`src/hw/rtl/mkpc_pkg.sv`:
```
package mkpc_pkg;

    localparam int NUM_KEYS  = 6;
    localparam int KEY_IDX_W = 3;
    localparam int CNT_W     = 16;
    localparam int CFG_IDX_W = 2;

    localparam logic [CNT_W-1:0] CNT_MAX      = '1;
    localparam logic [CNT_W-1:0] DEBOUNCE_RST = 16'd20;
    localparam logic [CNT_W-1:0] LONG_RST     = 16'd1000;

    // Configuration register indexes
    localparam logic [CFG_IDX_W-1:0] CFG_DEBOUNCE   = 2'd0;
    localparam logic [CFG_IDX_W-1:0] CFG_LONG_PRESS = 2'd1;

    typedef enum logic [2:0] {
        PH_IDLE     = 3'd0,
        PH_PRESS    = 3'd1,
        PH_HELD     = 3'd2,
        PH_RELEASE  = 3'd3,
        PH_DISABLED = 3'd4
    } phase_t;

    typedef enum logic [1:0] {
        EV_NONE      = 2'd0,
        EV_LONG_HELD = 2'd1,
        EV_SHORT_UP  = 2'd2,
        EV_LONG_UP   = 2'd3
    } event_t;

    typedef enum logic [1:0] {
        KIND_LONG_HELD = 2'd0,
        KIND_SHORT_UP  = 2'd1,
        KIND_LONG_UP   = 2'd2
    } kind_t;

    // Per-beat control shared by all lanes and the merge stage
    typedef struct packed {
        logic             advance;
        logic             start;
        logic [CNT_W-1:0] debounce;
        logic [CNT_W-1:0] long_press;
    } tick_ctrl_t;

    // Judged result of one beat
    typedef struct packed {
        logic                 report;
        logic                 seen;
        logic [KEY_IDX_W-1:0] key_index;
        kind_t                press_kind;
    } judge_t;

    function automatic kind_t ev_to_kind(input event_t ev);
        kind_t k;
        begin
            k = KIND_LONG_HELD;
            unique case (ev)
                EV_SHORT_UP: k = KIND_SHORT_UP;
                EV_LONG_UP:  k = KIND_LONG_UP;
                default:     k = KIND_LONG_HELD;
            endcase
            return k;
        end
    endfunction

    function automatic logic [CNT_W-1:0] sat_inc(input logic [CNT_W-1:0] v);
        return (v == CNT_MAX) ? v : v + 1'b1;
    endfunction

endpackage

```
`src/hw/rtl/mkpc_lane.sv`:
```
module mkpc_lane (
    input  logic                clk,
    input  logic                rst_n,
    input  mkpc_pkg::tick_ctrl_t ctrl,
    input  logic                released,
    input  logic                clr,
    output mkpc_pkg::event_t    ev_tick
);
    import mkpc_pkg::*;

    phase_t           phase_reg, phase_next, phase_tick;
    event_t           event_reg, event_next, event_tick;
    logic [CNT_W-1:0] press_reg, press_next, press_tick;
    logic [CNT_W-1:0] rel_reg, rel_next, rel_tick;
    logic [CNT_W-1:0] press_inc, rel_inc;

    assign press_inc = sat_inc(press_reg);
    assign rel_inc   = sat_inc(rel_reg);

    // Debounce and hold-time phase machine for one key tick
    always_comb
    begin
        phase_tick = phase_reg;
        event_tick = event_reg;
        press_tick = press_reg;
        rel_tick   = rel_reg;
        unique case (phase_reg)
            PH_IDLE:
            begin
                event_tick = EV_NONE;
                if (!released)
                begin
                    phase_tick = PH_PRESS;
                    press_tick = '0;
                end
            end
            PH_PRESS:
            begin
                if (!released)
                begin
                    press_tick = press_inc;
                    if (press_inc > ctrl.debounce)
                        phase_tick = PH_HELD;
                end
                else
                begin
                    press_tick = '0;
                    phase_tick = PH_IDLE;
                end
            end
            PH_HELD:
            begin
                press_tick = press_inc;
                if (released)
                begin
                    phase_tick = PH_RELEASE;
                    rel_tick   = '0;
                end
                if (press_inc > ctrl.long_press)
                    event_tick = EV_LONG_HELD;
            end
            PH_RELEASE:
            begin
                press_tick = press_inc;
                if (released)
                begin
                    rel_tick = rel_inc;
                    if (rel_inc > ctrl.debounce)
                    begin
                        event_tick = (event_reg == EV_LONG_HELD) ? EV_LONG_UP : EV_SHORT_UP;
                        press_tick = '0;
                        phase_tick = PH_DISABLED;
                    end
                end
                else
                begin
                    rel_tick   = '0;
                    phase_tick = PH_HELD;
                end
            end
            default: ;
        endcase
    end

    assign ev_tick = event_tick;

    // Apply the tick, the merge-stage rearm, or a start beat
    always_comb
    begin
        phase_next = phase_reg;
        event_next = event_reg;
        press_next = press_reg;
        rel_next   = rel_reg;
        if (ctrl.advance)
        begin
            if (ctrl.start)
                phase_next = PH_IDLE;
            else
            begin
                phase_next = clr ? PH_IDLE : phase_tick;
                event_next = clr ? EV_NONE : event_tick;
                press_next = press_tick;
                rel_next   = rel_tick;
            end
        end
    end

    always_ff @(posedge clk or negedge rst_n)
    begin
        if (!rst_n)
        begin
            phase_reg <= PH_DISABLED;
            event_reg <= EV_NONE;
            press_reg <= '0;
            rel_reg   <= '0;
        end
        else
        begin
            phase_reg <= phase_next;
            event_reg <= event_next;
            press_reg <= press_next;
            rel_reg   <= rel_next;
        end
    end

endmodule

```
`src/hw/rtl/mkpc_merge.sv`:
```
module mkpc_merge (
    input  logic                clk,
    input  logic                rst_n,
    input  mkpc_pkg::tick_ctrl_t ctrl,
    input  mkpc_pkg::event_t    ev_tick [mkpc_pkg::NUM_KEYS],
    output logic [mkpc_pkg::NUM_KEYS-1:0] clr,
    output mkpc_pkg::judge_t    judge
);
    import mkpc_pkg::*;

    logic latch_reg, latch_next;
    logic latch_walk;

    // Judge keys in index order; the last key with an event wins
    always_comb
    begin
        judge      = '0;
        clr        = '0;
        latch_walk = latch_reg;
        for (int k = 0; k < NUM_KEYS; k++)
        begin
            if (ev_tick[k] != EV_NONE)
            begin
                judge.seen       = 1'b1;
                judge.key_index  = KEY_IDX_W'(k);
                judge.press_kind = ev_to_kind(ev_tick[k]);
                if (ev_tick[k] == EV_LONG_HELD)
                begin
                    if (!latch_walk)
                    begin
                        latch_walk   = 1'b1;
                        judge.report = 1'b1;
                    end
                end
                else
                begin
                    clr[k]       = 1'b1;
                    latch_walk   = 1'b0;
                    judge.report = 1'b1;
                end
            end
        end
    end

    // Hold the shared long-held latch across start beats and cycles with no accepted beat
    assign latch_next = (ctrl.advance && !ctrl.start) ? latch_walk : latch_reg;

    always_ff @(posedge clk or negedge rst_n)
    begin
        if (!rst_n)
            latch_reg <= 1'b0;
        else
            latch_reg <= latch_next;
    end

endmodule

```
`src/hw/rtl/multi_key_press_classifier_top.sv`:
```
// Six-key press classifier with debounce and short/long press detection.
// Input stream: one beat per sample tick. s_tdata[5:0] carries the key
// levels (0 = pressed); s_tuser = 1 marks a start beat that arms all keys.
// Output stream: exactly one beat per input beat, in order, carrying the
// report flag, the any-event flag, the winning key index and the press kind.
// Each result is registered: a beat accepted at one edge shows on m_* after it.
// Throughput is one beat per cycle while the receiver does not stall; all key lanes update
// in parallel and the merge stage judges them in the same cycle, so the lane-to-merge-to-lane
// update path sets the figure.
// The output register frees itself when its beat is taken, so s_tready stays
// high while m_tready is high; when the receiver stalls, s_tready drops once
// the output register is full and all state holds.
// Reset: keys are disabled, counters and events cleared, debounce = 20 and
// long press = 1000 ticks. Ticks before a start beat produce zero results.
// Configuration writes (cfg_we, cfg_index, cfg_wdata) take effect at the edge; the user must
// issue them only while no beat is in flight, as the block itself does not enforce this.
module multi_key_press_classifier_top (
    input  logic                          clk,
    input  logic                          rst_n,
    input  logic                          s_tvalid,
    output logic                          s_tready,
    input  logic [7:0]                    s_tdata,   // [5:0] key_levels
    input  logic                          s_tuser,   // [0] req_type
    output logic                          m_tvalid,
    input  logic                          m_tready,
    output logic [7:0]                    m_tdata,   // [0] report, [1] event_seen, [4:2] key_index
    output logic [1:0]                    m_tuser,   // [1:0] press_kind
    input  logic                          cfg_we,
    input  logic [mkpc_pkg::CFG_IDX_W-1:0] cfg_index,
    input  logic [mkpc_pkg::CNT_W-1:0]     cfg_wdata
);
    import mkpc_pkg::*;

    logic [CNT_W-1:0] debounce_reg, debounce_next;
    logic [CNT_W-1:0] long_reg, long_next;
    logic             out_valid_reg, out_valid_next;
    judge_t           out_reg, out_next;

    tick_ctrl_t       ctrl;
    event_t           ev_tick [NUM_KEYS];
    logic [NUM_KEYS-1:0] clr;
    judge_t           judge;
    logic             accept;

    // Configuration writes
    always_comb
    begin
        debounce_next = debounce_reg;
        long_next     = long_reg;
        if (cfg_we)
        begin
            unique case (cfg_index)
                CFG_DEBOUNCE:   debounce_next = cfg_wdata;
                CFG_LONG_PRESS: long_next     = cfg_wdata;
                default: ;
            endcase
        end
    end

    assign s_tready = !out_valid_reg || m_tready;
    assign accept   = s_tvalid && s_tready;

    assign ctrl.advance    = accept;
    assign ctrl.start      = s_tuser;
    assign ctrl.debounce   = debounce_reg;
    assign ctrl.long_press = long_reg;

    // One lane per key
    for (genvar k = 0; k < NUM_KEYS; k++)
    begin : g_lane
        mkpc_lane u_lane (
            .clk      (clk),
            .rst_n    (rst_n),
            .ctrl     (ctrl),
            .released (s_tdata[k]),
            .clr      (clr[k]),
            .ev_tick  (ev_tick[k])
        );
    end

    mkpc_merge u_merge (
        .clk     (clk),
        .rst_n   (rst_n),
        .ctrl    (ctrl),
        .ev_tick (ev_tick),
        .clr     (clr),
        .judge   (judge)
    );

    // Output register: load on accept, drop when taken
    always_comb
    begin
        out_valid_next = out_valid_reg;
        out_next       = out_reg;
        if (accept)
        begin
            out_valid_next = 1'b1;
            out_next       = s_tuser ? '0 : judge;
        end
        else if (m_tready)
            out_valid_next = 1'b0;
    end

    always_ff @(posedge clk or negedge rst_n)
    begin
        if (!rst_n)
        begin
            debounce_reg  <= DEBOUNCE_RST;
            long_reg      <= LONG_RST;
            out_valid_reg <= 1'b0;
        end
        else
        begin
            debounce_reg  <= debounce_next;
            long_reg      <= long_next;
            out_valid_reg <= out_valid_next;
        end
    end

    always_ff @(posedge clk)
    begin
        out_reg <= out_next;
    end

    assign m_tvalid = out_valid_reg;
    assign m_tdata  = {3'b000, out_reg.key_index, out_reg.seen, out_reg.report};
    assign m_tuser  = out_reg.press_kind;

    // A report always comes with an event
    a_report_seen: assert property (@(posedge clk) disable iff (!rst_n)
        m_tvalid |-> (m_tdata[1] || !m_tdata[0]))
        else $error("report without event");

    // Winning key index stays within the key count
    a_key_range: assert property (@(posedge clk) disable iff (!rst_n)
        m_tvalid |-> (m_tdata[4:2] < KEY_IDX_W'(NUM_KEYS)))
        else $error("key index out of range");

    // A start beat yields an all-zero result in the next cycle
    a_start_zero: assert property (@(posedge clk) disable iff (!rst_n)
        (s_tvalid && s_tready && s_tuser) |=> (m_tvalid && m_tdata == '0 && m_tuser == '0))
        else $error("start beat result not zero");

    // A rearmed key carries a release event
    a_clr_release: assert property (@(posedge clk) disable iff (!rst_n)
        (clr != '0) |-> judge.report)
        else $error("rearm without report");

endmodule

```
`config.mk`:
```
export PLATFORM = sky130hd
export DESIGN_NAME = multi_key_press_classifier_top
export DESIGN_NICKNAME = d
export VERILOG_FILES = /design/src/hw/rtl/mkpc_pkg.sv /design/src/hw/rtl/mkpc_lane.sv /design/src/hw/rtl/mkpc_merge.sv /design/src/hw/rtl/multi_key_press_classifier_top.sv
export SDC_FILE = /design/constraint.sdc
export NUM_CORES = 1
export LEC_CHECK = 0
export BUFFER_PORTS_ARGS = -buffer_cell sky130_fd_sc_hd__buf_2
export CAP_MARGIN = 20
export CORE_MARGIN = 5
export CORE_UTILIZATION = 50
export DETAILED_ROUTE_END_ITERATION = 16
export GPL_TIMING_DRIVEN = 0
export PLACE_DENSITY = 0.76
export SLEW_MARGIN = 20
export SYNTH_ARGS = -nofsm -noshare
export SYNTH_HDL_FRONTEND = slang
export SYNTH_SLANG_ARGS = --single-unit
```
`constraint.sdc`:
```
create_clock -name clk -period 5.1 [get_ports clk]
set_input_delay 0.51 -clock clk [delete_from_list [all_inputs] [get_ports clk]]
set_output_delay 0.51 -clock clk [all_outputs]
set_load 0.02 [all_outputs]
```
## Word-level counts from Yosys, hierarchy flattened

Index checks and enable logic that the tools add are counted.

- Flip-flop bits (word level): 263
- Bits of input ports: 32
- Output and inout port bits: 12
- Logic and storage cells: 414

- $add $sub $neg: 12
- Order comparisons: 18
- Equal/unequal tests: 91
- Multiplexer cells: 200
- Bitwise gates (word level): 1
- Reductions and logical operators: 59

Operators with widths:

| operator | count |
|---|---|
| 2-to-1 mux 16 bit | 48 |
| one-hot mux 16 bit (4 select lines) | 6 |
| > comparator 16 bit | 18 |
| adder 16 x 1 -> 16 bit (second input constant) | 12 |
| == test 16 bit (second input constant) | 12 |
| one-hot mux 16 bit (2 select lines) | 6 |
| 2-to-1 mux 3 bit | 48 |
| one-hot mux 3 bit (4 select lines) | 6 |
| != test 5 x 3 -> 1 bit (second input constant) | 12 |
| 2-to-1 mux 2 bit | 24 |
| != test 4 x 3 -> 1 bit (second input constant) | 12 |
| AND reduction 4 bit | 12 |
| 2-to-1 mux 1 bit | 44 |
| 2-to-1 mux 7 bit | 6 |
| == test 3 x 2 -> 1 bit (second input constant) | 12 |
| one-hot mux 2 bit (3 select lines) | 6 |
| AND reduction 6 bit | 6 |
| nonzero test 6 bit | 6 |
| == test 2 x 1 -> 1 bit (second input constant) | 13 |
| nonzero test 2 bit | 13 |
| == test 2 bit (second input constant) | 12 |
| != test 2 bit (second input constant) | 12 |
| one-hot mux 2 bit (2 select lines) | 6 |
| nonzero test 4 bit | 6 |
| other kinds (9) | 23 |

## Depth between registers and ports, before layout

- Depth in word-level cells: 24
- Mapped depth: 20

## Hierarchy

From an unflattened synthesis, not the netlist that was laid out.

- Cell total of the unflattened synthesis: 2799
- Area total of the unflattened synthesis: 23689.0 µm²

By module, submodules not included:

| module | instances | cells each | area an instance (µm²) | seq. area each (µm²) |
|---|---|---|---|---|
| mkpc_lane at g_lane[1].u_lane ... | 3 | 444 | 3666.0 | 927.1 |
| mkpc_lane at g_lane[0].u_lane ... | 2 | 436 | 3538.4 | 927.1 |
| mkpc_lane at g_lane[5].u_lane | 1 | 454 | 3733.6 | 927.1 |
| multi_key_press_classifier_top | 1 | 90 | 1546.5 | 1046.0 |
| mkpc_merge | 1 | 51 | 334.1 | 25.0 |

## Worst setup path before layout

No wires, ideal clock.

- Path type: register -> register
- Start: register g_lane[4].u_lane.rel_reg[3]
- End: register out_reg (netlist bit m_tuser[1]), data pin
- Setup time: 0.174 ns
- Arrival time: 4.400 ns
- Data required time: 4.926 ns
- Slack: 0.525 ns
- Stages on the path, launching flop included: 19
- Clock period less this slack: 4.575 ns
- Cells stage by stage: dfrtp_1 -> clkbuf_1 -> and4_1 -> and4_1 -> nand4_1 -> or3_1 -> clkbuf_1 -> nand2b_1 -> nor2_1 -> xor2_1 -> ha_1 -> nand4_1 -> or3_1 -> a21o_1 -> and3_4 -> or2_1 -> o22ai_1 -> mux2_2 -> a311oi_1

- Word-level cells in the longest chain between the ends: 10
- Elaborated cells between the ends (all ways): 13

Ends and longest elaborated chain:

| element | line | text |
|---|---|---|
| start, declared | mkpc_lane.sv:14 | `logic [CNT_W-1:0] rel_reg, rel_next, rel_tick;` |
| start signal, assigned | mkpc_lane.sv:122 | `rel_reg <= rel_next;` |
| adder 16 x 1 -> 16 bit / == test 16 bit (equally long branches) | mkpc_pkg.sv:67 | `return (v == CNT_MAX) ? v : v + 1'b1;` |
| 2-to-1 mux 16 bit * | mkpc_pkg.sv:67 |  |
| > comparator 16 bit * | mkpc_lane.sv:68 | `if (rel_inc > ctrl.debounce)` |
| 2-to-1 mux 2 bit * | mkpc_lane.sv:68 |  |
| 2-to-1 mux 2 bit * | mkpc_lane.sv:65 | `if (released)` |
| one-hot mux 2 bit (3 select lines) * | mkpc_lane.sv:27 | `unique case (phase_reg)` |
| == test 2 bit | mkpc_pkg.sv:57 | `unique case (ev)` |
| one-hot mux 2 bit (2 select lines) | mkpc_pkg.sv:57 |  |
| 2-to-1 mux 7 bit * (2 in a row) | mkpc_merge.sv:22 | `if (ev_tick[k] != EV_NONE)` |
| end signal, assigned | multi_key_press_classifier_top.sv:122 | `out_reg <= out_next;` |
| end, declared | multi_key_press_classifier_top.sv:37 | `judge_t out_reg, out_next;` |

Every way passes the cells marked *; elsewhere a longest branch is shown, timed or not.
A chain may end at the register's enable or synchronous reset.

## Worst setup path in the final report

- Start: register g_lane[1].u_lane.rel_reg[4]
- End: register out_reg (netlist bit m_tuser[1]), data pin

- Word-level cells in the longest chain between the ends: 13
- Elaborated cells between the ends (all ways): 16

Ends and longest elaborated chain:

| element | line |
|---|---|
| start, declared | mkpc_lane.sv:14 |
| start signal, assigned | mkpc_lane.sv:122 |
| adder 16 x 1 -> 16 bit / == test 16 bit (equally long branches) | mkpc_pkg.sv:67 |
| 2-to-1 mux 16 bit * | mkpc_pkg.sv:67 |
| > comparator 16 bit * | mkpc_lane.sv:68 |
| 2-to-1 mux 2 bit * | mkpc_lane.sv:68 |
| 2-to-1 mux 2 bit * | mkpc_lane.sv:65 |
| one-hot mux 2 bit (3 select lines) * | mkpc_lane.sv:27 |
| == test 2 bit | mkpc_pkg.sv:57 |
| one-hot mux 2 bit (2 select lines) | mkpc_pkg.sv:57 |
| 2-to-1 mux 7 bit * (5 in a row) | mkpc_merge.sv:22 |

Marked as above.

==> impl_summary.txt <==
----------------------------------------------------
[Run status]
  Run status ... finished, final reports clean

[Detailed routing]
  Drt total wl ... 66890 um
  DRC marker count from the first detailed-route iteration ... 2316
  Via total after detailed routing ... 20.70k
  Detailed Routing Iterations Pass 1 ... 6
  DR vias/cell ... 6.467
  Routed wire per std cell ... 20.90 um
  Remaining design rule violation count ... 0
  Antenna-violating nets left ... 0

[STA]
  Hold Fails Final Rpt ... 0
  WHS ... 0.1298 ns
  Final-report max-slew violation count ... 0
  Fin Clk Skew ... 0.01010 ns
  Tmin final ... 4.892 ns
  Setup repair after global routing missed its margin ... yes
  Remaining max-slew budget at the tightest pin ... 0.1709
  Least setup slack across all paths after layout ... 0.2084 ns
  Worst Max-Slew Pin Slew ... 1.242 ns
  Total setup violations reported at the end of the flow ... 0
  Portion of the clock cycle consumed by the worst path in the final layout ... 0.9591
  Maximum operating frequency ... 204.4 MHz

[Synth]
  Combinational family with the most area after synthesis ... compound AO/OA/AOI/OAI gates
  Yosys Warn Count ... 0
  Area share of fa/ha/maj cells after synthesis ... 0.1719
  Register bit count reported by yosys ... 263
  Count of unique library cells instantiated by Yosys ... 82
  Most area-hungry cell type in the Yosys netlist ... sky130_fd_sc_hd__dfrtp_1
  Top post-synthesis cells by area ... sky130_fd_sc_hd__dfrtp_1 (28%), sky130_fd_sc_hd__ha_1 (17%), sky130_fd_sc_hd__nand2_1 (4.4%)
  Share of the synthesized area in compound gates (AO/OA/AOI/OAI) ... 0.2150
  Synth async-reset ratio ... 0.9734
  Most used DFF post-synth ... sky130_fd_sc_hd__dfrtp_1
  Post-synthesis share of cell area spent on and, or, nand and nor gates ... 0.2065
  Gate count after technology mapping ... 2505
  Share of the synthesized area in the top cell type ... 0.2773
  Cell area after technology mapping ... 21840 um2
  Multiplexer area fraction after synthesis ... 0.01920
  Per-instance average area after synthesis ... 8.717 um2
  Post-Synth XOR/XNOR Area ... 0.05495
  EDFF count, synth ... 7
  Seq/Total Area, Yosys ... 0.3038

[GRT]
  Maximum number of pins on one net before global-route repair ... 101
  First-pass GRT wire length ... 104700 um
  GRT Total Usage ... 0.2698
  Vias in the first global route ... 20.02k
  Initial antenna violation count ... 2
  Total grt overflow ... 0

[Power and ir drop]
  Maximum vdd drop ... 0.2578 mV
  Areal power density over the cells ... 301.7 nW/um2
  Reported leakage power ... 11.14 nW
  Final Total Pwr ... 0.007293 W

[Floorplanning]
  Die footprint ... 47950 um2
  Die Wd ... 219.0 um
  I/O pin count ... 44
  Core Rows ... 76
  Initial Util ... 0.5058
  Core region area ... 43170 um2
  Die boundary height ... 219.0 um

[Layout]
  Non-Filler Cell Area, Final ... 24170 um2
  Count of nets after finishing ... 2923
  Highest-count cells in the layout ignoring fill and taps ... sky130_fd_sc_hd__ha_1 (300), sky130_fd_sc_hd__nand2_1 (256), sky130_fd_sc_hd__dfrtp_1 (239), sky130_fd_sc_hd__nor2_1 (171), sky130_fd_sc_hd__o21ai_0 (159)
  Count of inserted antenna diode cells ... 0
  Fraction of layout instances using a drive strength above 1 ... 0.08333
  Most frequent standard cell in the layout excluding fill and tap cells ... sky130_fd_sc_hd__ha_1
  Count of filler cells inserted in the layout ... 3841
  Final instance count without filler cells ... 3201
  Area delta synth->final ... 10.68%

[Flow run]
  Number of violations of the max-capacitance limit ... 0

[Critical path]
  Critical path capture point type ... flop
  Largest driver fanout on the critical path ... 7
  Worst Path Arrival ... 5.18 ns
  Required time at the endpoint of the critical path ... 5.39 ns
  Kind of launch point of the worst setup path ... flop
  Crit Path Category ... reg -> reg
  Setup slack on the worst flop-to-flop path ... 0.21 ns

[Clocking]
  Clock input transition at the sequential cells of the worst setup and hold paths ... 0.06 ns
  CTS tree ... built
  Maximum buffer depth of the clock tree ... 3
  Buffer cell driving the clock tree root ... sky130_fd_sc_hd__clkbuf_16
  Number of clock sinks ... 263
  Depth of the CTS H-tree ... 1
  Clock insertion delay at the later pin of the skew report ... 0.59 ns
  Cts bufs inserted ... 31

[Placement]
  GPL Wtd Cong ... 0.9419
  Post-Place Cells ... 3131
  Pre-CTS WS ... -0.3763 ns
  Placed cell area ... 22850 um2
  Post-DP HPWL ... 46740 um
  Count of input and output buffers ... 36

[Worst hold path]
  Kind of path behind the tightest hold check ... in -> reg

----------------------------------------------------
==> per-stage QoR <==
stage / utilization / setup TNS (ns)
6_report: 0.5598 / 0
5_1_grt: 0.5598 / -0.05984
3_5_place_dp: 0.5292 / -1.687
3_3_place_gp: 0.5271 / -311.59
4_1_cts: 0.5549 / 0
2_1_floorplan: - / 0
==> routing by layer <==
layer | part of all wire | track usage | vias up
met2 | 0.45 | 0.4366 | 889
met4 | 0.056 | 0.1346 | 4
met3 | 0.079 | 0.03669 | 224
met1 | 0.41 | 0.3559 | 10030
li1 | - | - | 9550
met5 | 0.00052 | 0 | -
==> cell usage after synthesis, drive strengths merged, types with 8 or more instances <==
cell type	n
o21ai	183
nand3	100
and3	38
nor2b	42
a21o	41
buf	13
o31ai	55
a221oi	8
nand4	93
a31oi	26
xnor2	98
nand2	257
ha	300
a22o	89
o41ai	9
a21oi	142
dfstp	14
a211o	9
clkbuf	67
nor4	24
or3	18
and2	27
dfrtp	242
mux2	31
inv	81
xor2	39
nand2b	30
a211oi	13
nor3	40
o21a	42
o211ai	33
and4	23
nor2	174
or2	8
==> critical path, cell delays in order, from the launching register on <==
cell	delay (ns)
sky130_fd_sc_hd__dfrtp_1	0.48
sky130_fd_sc_hd__and4_1	0.27
sky130_fd_sc_hd__nand4_1	0.17
sky130_fd_sc_hd__nor4_2	0.27
sky130_fd_sc_hd__and2_2	0.28
sky130_fd_sc_hd__or3_1	0.12
sky130_fd_sc_hd__clkbuf_1	0.27
sky130_fd_sc_hd__nor3_1	0.14
sky130_fd_sc_hd__xor2_1	0.17
sky130_fd_sc_hd__ha_1	0.30
sky130_fd_sc_hd__nand4_1	0.15
sky130_fd_sc_hd__a2111o_1	0.38
sky130_fd_sc_hd__a31oi_2	0.26
sky130_fd_sc_hd__nand4_1	0.20
sky130_fd_sc_hd__a311oi_4	0.45
sky130_fd_sc_hd__buf_4	0.20
sky130_fd_sc_hd__o21ai_0	0.08
sky130_fd_sc_hd__o2111ai_1	0.23
sky130_fd_sc_hd__a311oi_1	0.15
==> worst paths after layout <==
kind | end | startpoint | cells past startpoint
min in group asynchronous | g_lane[3].u_lane.press_reg[3] | rst_n | 3
min reg2reg | g_lane[3].u_lane.press_reg[10] | g_lane[3].u_lane.press_reg[10] | 2
min | m_tvalid | s_tvalid | 2
max | m_tuser[1] | g_lane[1].u_lane.rel_reg[4] | 18
max reg2reg | m_tuser[1] | g_lane[1].u_lane.rel_reg[4] | 18
max in group asynchronous | g_lane[4].u_lane.rel_reg[5] | rst_n | 4
==> cells by family (layout without fill, tap and decap cells) <==
family / Yosys count / in the layout
buffers and inverters: 161 / 270
adder cells (fa/ha/maj): 300 / 300
AND/OR/NAND/NOR: 902 / 902
flip-flops: 263 / 263
AO/OA/AOI/OAI: 703 / 703
XOR/XNOR: 137 / 137
other: 1 / 3
multiplexers: 38 / 38
==> power breakdown <==
group	switching [W]	internal (W)
registers	0.000214	0.00229
clock network	0.000952	0.00124
logic	0.00166	0.000943
total	0.00282	0.00447
==> cell type report <==
| class | instances | area [um2] | area share |
|---|---|---|---|
| Inverter | 81 | 304.0 | 0.01258 |
| Buffer | 75 | 301.5 | 0.01248 |
| Multi-Input combinational cell | 2083 | 14790 | 0.6118 |
| Timing Repair Buffer | 56 | 402.9 | 0.01667 |
| Sequential cell | 263 | 6638 | 0.2746 |
| Tap cell | 585 | 732.0 | 0.03029 |
| Clock buffer | 38 | 852.1 | 0.03526 |
| Clock inverter | 20 | 151.4 | 0.006264 |
==> timing repair <==
action                                  4_1_cts  5_1_grt
hold endpoints to repair                     80        0
resized for setup                            11       35
endpoints found under the setup margin       21       86
pin swaps                                     2        8
buffers inserted                              6       10
gates cloned                                  0        0
hold buffers                                  1        0
Note: power is estimated with default switching activity, not from simulation.
